$ cat src/rtl/tcg_pkg.sv
// Shared types, codes and tables of the texture coordinate generator.
package tcg_pkg;

  // Input item: vertex position in signed Q16.16
  typedef struct packed {
    logic signed [31:0] pos_x;
    logic signed [31:0] pos_y;
    logic signed [31:0] pos_z;
    logic               last_vertex;
  } in_item_t;

  // Result item: texture coordinates in signed Q16.16
  typedef struct packed {
    logic signed [31:0] tex_u;
    logic signed [31:0] tex_v;
    logic               last_out;
  } out_item_t;

  // Global pipeline control between stages
  typedef struct packed {
    logic en;
    logic vld;
  } pipe_ctl_t;

  // Mapping modes
  localparam logic [2:0] MODE_NONE     = 3'd0;
  localparam logic [2:0] MODE_PLANE    = 3'd1;
  localparam logic [2:0] MODE_SPHERE   = 3'd2;
  localparam logic [2:0] MODE_CYLINDER = 3'd3;
  localparam logic [2:0] MODE_DISC     = 3'd4;

  // Register indexes
  localparam logic [2:0] REG_MODE  = 3'd0;
  localparam logic [2:0] REG_PAIR0 = 3'd1;
  localparam logic [2:0] REG_PAIR5 = 3'd6;

  // Square root pipeline: one result bit per stage
  localparam int SQRT_STAGES = 32;

  // Angle unit datapath width and normalization target width
  localparam int CW = 44;
  localparam int MW = 40;

  // atan(2^-i) in units of 2^-32 turn
  localparam logic [31:0] ATAN_TURNS [24] = '{
    32'd536870912, 32'd316933406, 32'd167458907, 32'd85004756,
    32'd42667331,  32'd21354465,  32'd10679838,  32'd5340245,
    32'd2670163,   32'd1335087,   32'd667544,    32'd333772,
    32'd166886,    32'd83443,     32'd41722,     32'd20861,
    32'd10430,     32'd5215,      32'd2608,      32'd1304,
    32'd652,       32'd326,       32'd163,       32'd81
  };

endpackage

$ cat src/rtl/tcg_isqrt.sv
// Pipelined integer square root, one result bit per stage.
module tcg_isqrt import tcg_pkg::*; (
  input  logic        clk_i,
  input  logic        rst_ni,
  input  pipe_ctl_t   ctl_i,
  input  logic [63:0] n_i,
  output logic        vld_o,
  output logic [31:0] root_o
);

  logic [63:0]            n_q [SQRT_STAGES-1];
  logic [63:0]            r_q [SQRT_STAGES];
  logic [SQRT_STAGES-1:0] vld_q;

  for (genvar k = 0; k < SQRT_STAGES; k++) begin : g_stage
    localparam logic [63:0] BIT = 64'd1 << (62 - 2*k);
    logic [63:0] n_in;
    logic [63:0] r_in;
    logic        v_in;
    logic [63:0] rb;
    logic        fit;

    if (k == 0) begin : g_first
      assign n_in = n_i;
      assign r_in = '0;
      assign v_in = ctl_i.vld;
    end else begin : g_next
      assign n_in = n_q[k-1];
      assign r_in = r_q[k-1];
      assign v_in = vld_q[k-1];
    end

    // Try the next result bit
    assign rb  = r_in + BIT;
    assign fit = (n_in >= rb);

    always_ff @(posedge clk_i) begin
      if (ctl_i.en) begin
        r_q[k] <= fit ? ((r_in >> 1) + BIT) : (r_in >> 1);
      end
    end

    if (k < SQRT_STAGES - 1) begin : g_rem
      always_ff @(posedge clk_i) begin
        if (ctl_i.en) begin
          n_q[k] <= fit ? (n_in - rb) : n_in;
        end
      end
    end

    always_ff @(posedge clk_i or negedge rst_ni) begin
      if (!rst_ni) begin
        vld_q[k] <= 1'b0;
      end else if (ctl_i.en) begin
        vld_q[k] <= v_in;
      end
    end
  end

  assign vld_o  = vld_q[SQRT_STAGES-1];
  assign root_o = r_q[SQRT_STAGES-1][31:0];

endmodule

$ cat config.mk
export PLATFORM = sky130hd
export DESIGN_NAME = tcg_isqrt
export DESIGN_NICKNAME = d
export VERILOG_FILES = /design/src/rtl/tcg_pkg.sv /design/src/rtl/tcg_isqrt.sv
export SDC_FILE = /design/constraint.sdc
export NUM_CORES = 2
export LEC_CHECK = 0
export BUFFER_PORTS_ARGS = -buffer_cell sky130_fd_sc_hd__buf_2
export CAP_MARGIN = 30
export CORE_MARGIN = 1.5
export CORE_UTILIZATION = 35
export DETAILED_ROUTE_END_ITERATION = 12
export MAX_ROUTING_LAYER = met4
export REMOVE_ABC_BUFFERS = 1
export SETUP_SLACK_MARGIN = 0.3
export SYNTH_ARGS = -nofsm -noshare
export SYNTH_HDL_FRONTEND = slang
export SYNTH_SLANG_ARGS = --single-unit
$ cat constraint.sdc
create_clock -name clk_i -period 3.51 [get_ports clk_i]
set_clock_uncertainty 0.05 [all_clocks]
set_input_delay 0.351 -clock clk_i [delete_from_list [all_inputs] [get_ports clk_i]]
set_output_delay 0.351 -clock clk_i [all_outputs]
set_load 0.02 [all_outputs]
Yosys cells after proc, flatten, opt, wreduce, memory -nomap -nowiden
Memory sizes are Yosys's and may differ from the RTL's. Cells that the tools add are included.

Register bits: 32. Logic and storage cells: 224. Memories kept: 2. Output and inout bits: 33. Input bits: 68. Memory bits (writable): 4032.

$lt $le $gt $ge: 32. $add $sub $neg: 93. Muxes and demuxes: 65.

Memories: r_q (words 32, width 64, read ports 32, clocked after memory_dff 0, write ports 32, RTL line tcg_isqrt.sv:12) `logic [63:0] r_q [SQRT_STAGES];`; n_q (words 31, width 64, read ports 31, clocked after memory_dff 0, write ports 31, RTL line tcg_isqrt.sv:11) `logic [63:0] n_q [SQRT_STAGES-1];`.

Operators by type and width (number): 2-to-1 mux 64 bit (62); greater-or-equal comparator 64 bit (31); subtractor 64 bit (30); adder 63 x 1 -> 64 bit (second input constant) (1); adder 63 x 11 -> 64 bit (second input constant) (1); adder 63 x 13 -> 64 bit (second input constant) (1); adder 63 x 15 -> 64 bit (second input constant) (1); adder 63 x 17 -> 64 bit (second input constant) (1); adder 63 x 19 -> 64 bit (second input constant) (1); adder 63 x 21 -> 64 bit (second input constant) (1); adder 63 x 23 -> 64 bit (second input constant) (1); adder 63 x 25 -> 64 bit (second input constant) (1); adder 63 x 27 -> 64 bit (second input constant) (1); adder 63 x 29 -> 64 bit (second input constant) (1); adder 63 x 3 -> 64 bit (second input constant) (1); adder 63 x 31 -> 64 bit (second input constant) (1); adder 63 x 33 -> 64 bit (second input constant) (1); adder 63 x 35 -> 64 bit (second input constant) (1); adder 63 x 37 -> 64 bit (second input constant) (1); adder 63 x 39 -> 64 bit (second input constant) (1); adder 63 x 41 -> 64 bit (second input constant) (1); adder 63 x 43 -> 64 bit (second input constant) (1); adder 63 x 45 -> 64 bit (second input constant) (1); adder 63 x 47 -> 64 bit (second input constant) (1); 45 further kinds (46).

Logic depth before layout (Yosys ltp)
An unclocked memory read counts as a cell.

Word-level depth: 4. Depth in mapped cells: 15.

Worst setup path before layout
No wires, ideal clock.

Kind: reg-to-reg. From: memory n_q[19][28] (netlist: n_q[1][220]). To: memory n_q[20][55] (netlist: n_q[1][311]), data pin. Buffers on the path: 1. Clock period less this slack: 3591 ps. Setup slack: -81 ps. Stages on the path, launching flop included: 13. Arrival time: 3270 ps. Cells stage by stage: edfxtp_1 ha_1 a21o_1 a2111oi_0 o31ai_1 nand4_1 and3_1 o21ai_0 or4b_1 or4_1 clkbuf_1 o41ai_1 o21ai_0.

RTL lines (RTL line): start: declaration (tcg_isqrt.sv:11).

==> metrics <==
worst-margin pin slew 0.9883 ns; Leak 59.60 nW; cells after synthesis 9497; Worst Setup EP n_q[1][887]$_DFFE_PP_; worst reg2reg setup slack -0.15 ns; number of synthesized flops with an enable pin 2512; final wirelength 320.5 mm; Clk pwr share 30.4%; Row Count 215; Synth Cell Area 121200 sq um; CTS tree built; fin crit share 104.3%; power share of the combinational group 26.1%; RePlAce Congestion 0.9232; Critical path origin n_q[1][774]$_DFFE_PP_; Nets 11720; area grow syn2layout 27.12%; WP buf/inv 3; cell count after placement 14980; outcome finished with violations; Arrival @ worst endpoint 4.23 ns; vias in the first global route 83060; Total GRT Usage 18.42%; antenna viol nets, final 0; Layout Cells excl Fill 15880; Yosys reg bits 2544; DR vias/cell 5.122; Max-Cap Viols 0; setup TNS -5.007 ns; ys async rst share 1.258%; Synth cell types 94; RSZ-0062 raised after global routing true; Crit Reg-Reg Endpoint n_q[1][887]$_DFFE_PP_; CP delay by family, top simple AND/OR/NAND/NOR gates; Yosys warning count 0; class of the most critical setup path reg2reg; Worst Reg-to-Reg Cells 13; Initial Util 35.24%; WL met2 167.3 mm; min cycle time layout 3.661 ns; TritonCTS Buffers 286; Pwr Total 96.38 mW; fraction of layout cells with a size suffix above 1 25.09%; worst-path maximum fanout 4; worst-case clock buffer depth 4; FMAX 273.1 MHz; Worst Setup End Kind register; final setup vio count 100; Iter 0 DRT Violations 5379; VDD IR-drop max 0.4006 mV; H-tree depth 5; Crit path depth 13; Critical-path top delay cell or4_4; worst reg2reg path startpoint n_q[1][774]$_DFFE_PP_; routed length on met3 11.93 mm; core region area 343800 sq um; Top Ports 101; Die Y 591.4 um; commonest non-fill, non-tap cell in the layout edfxtp_1; Remaining Overflow, GRT 0; Clock Sinks 2544; Slew HR 33.50%; Clock Latency Late Sink 0.91 ns; pins over their slew limit 0; Die Width 591.4 um; CP cell instances ha_4, nand4b_1, or4_4, or4_4, buf_6, a2111oi_4, buf_4, o21ai_2, nor3b_2, buf_4, nand4b_1, nor2_1, xor2_1; worst path required time 4.08 ns; top routing layer in use met4; post-synthesis sequential area ratio 62.92%; Final Worst Setup Slack -0.1512 ns; Net Sw Frac 30.22%; per-cell routed wire length 20.18 um; Clock transition at path regs 0.06 ns; M1 WL 129.4 mm; most frequent cells in the layout 2512 x edfxtp_1, 1083 x buf_4, 657 x inv_1; die area 349700 sq um; Worst Hold Class in2reg; internal cell power 67.25 mW; Mean Syn Cell Area 12.76 sq um; DP HPWL 233.7 mm; failing checks negative setup slack; drt first pass iters 6; Clock Tree Root clkbuf_16; CP max stage delay 0.51 ns; Power Density 625.7 nW/um^2; Primary FF master, synth edfxtp_1; Net Switching 29.12 mW; DRC 0; Hold Fails Final Rpt 0; CP Launch Type register; Reg power frac 43.6%; Port Buf Inserts 100; initial antenna violation count 4; Vias 81340; first-pass GRT wire length 488.0 mm; largest net degree at the start of global routing 141
## registers in the layout, indices dropped and copies added, names as in the netlist
name,cells
vld_o,1
g_stage.v_in,31
n_q,1984
r_q,528
## synth_stat cells (all sizes together) (24+ instances only)
master / number / area, sq um
and3: 52 / 325.3
or2: 38 / 237.7
dfrtp: 32 / 800.8
nor2: 612 / 2300
o211ai: 39 / 292.8
clkbuf: 140 / 525.5
nand3: 164 / 820.8
nand2: 532 / 1997
or4: 70 / 540.5
nor4: 325 / 2052
a21o: 284 / 2132
xnor2: 488 / 4274
nor2b: 85 / 531.8
nand4: 152 / 950.9
xor2: 394 / 3451
o21a: 91 / 683.2
inv: 686 / 2575
nor3: 272 / 1376
mux2: 143 / 1610
or3: 95 / 604.3
o21bai: 41 / 307.8
nand3b: 37 / 277.8
a21oi: 656 / 3283
a2111oi: 24 / 250.2
nand2b: 117 / 732.0
o21ai: 352 / 1765
a31oi: 45 / 296.5
o31ai: 32 / 240.2
nor4b: 47 / 411.6
ha: 558 / 6982
buf: 47 / 225.2
and2: 30 / 187.7
edfxtp: 2512 / 75430
a211oi: 39 / 292.8
nand4b: 25 / 219.0
## cells by family (layout without fill, tap and decap cells)
logic type      count (synthesis)  after routing  synth area share, %
simple gates                 2728           2730                11.75
flops                        2544           2544                62.92
buf+inv                       873           2689                2.745
other cells                     0              7                    0
fa+ha+maj                     558            558                5.762
mux                           150            150                1.387
compound gates               1762           1764                9.064
xor+xnor                      882            882                6.376
## layout make-up
| class | count | area (sq um) |
|---|---|---|
| diodes | 7 | 17.52 |
| clock buffers | 338 | 7437 |
| clock inverters | 173 | 1702 |
| fillers | 30330 | 189800 |
| inverters | 686 | 2587 |
| multi-input cells | 6084 | 47260 |
| flip-flops and latches | 2544 | 76230 |
| well taps | 4557 | 5702 |
| repair buffers | 1492 | 13080 |
## worst min path at each step
stage	from	end	slack [ns]	cells after the start
3_3_place_gp	rst_ni	vld_o$_DFFE_PN0P_	0.36	1
6_report	n_i[38]	n_q[0][38]$_DFFE_PP_	0.11	2
4_1_cts	n_i[51]	n_q[0][51]$_DFFE_PP_	0.03	2
5_1_grt	n_i[8]	n_q[0][8]$_DFFE_PP_	0.08	2
3_5_place_dp	rst_ni	vld_o$_DFFE_PN0P_	0.38	1
2_1_floorplan	rst_ni	g_stage[10].v_in$_DFFE_PN0P_	0.005	0
## power groups by stage
stage | combinational, mW | sequential (mW) | clock [mW]
6_report | 25.1 | 42.0 | 29.3
5_1_grt | 27.4 | 42.4 | 31.0
4_1_cts | 24.1 | 41.9 | 29.9
2_1_floorplan | 13.6 | 41.0 | 0
3_3_place_gp | 21.2 | 42.4 | 0
3_5_place_dp | 21.6 | 42.4 | 0
## metal layers
| layer | global-route usage (%) | up-vias |
|---|---|---|
| met3 | 2.049 | 560 |
| met5 | - | - |
| met1 | 21.05 | 40130 |
| met4 | 6.348 | 0 |
| met2 | 33.35 | 1769 |
| li1 | - | 38890 |
## metrics by stage
| step | setup WS (ns) | hold slack [ns] | utilization (%) | instance area (sq um) |
|---|---|---|---|---|
| 2_1_floorplan | -2.992 | 0.005409 | - | 120400 |
| 3_3_place_gp | -0.7811 | 0.3569 | 39.15 | 134600 |
| 3_5_place_dp | -0.4496 | 0.3756 | 39.15 | 134600 |
| 4_1_cts | -0.1857 | 0.03138 | 44.15 | 151800 |
| 5_1_grt | -0.2946 | 0.07718 | 44.80 | 154000 |
| 6_report | -0.1512 | 0.1087 | 44.80 | 154000 |
## repair_timing
item	4_1_cts	5_1_grt
gates resized for setup	1083	325
buffers inserted	196	75
pin swaps	360	175
hold buffers	70	0
gates cloned	42	1
hold endpoints to repair	169	0
endpoints found under the setup margin	781	875
Power figures use the tool's default switching activity.
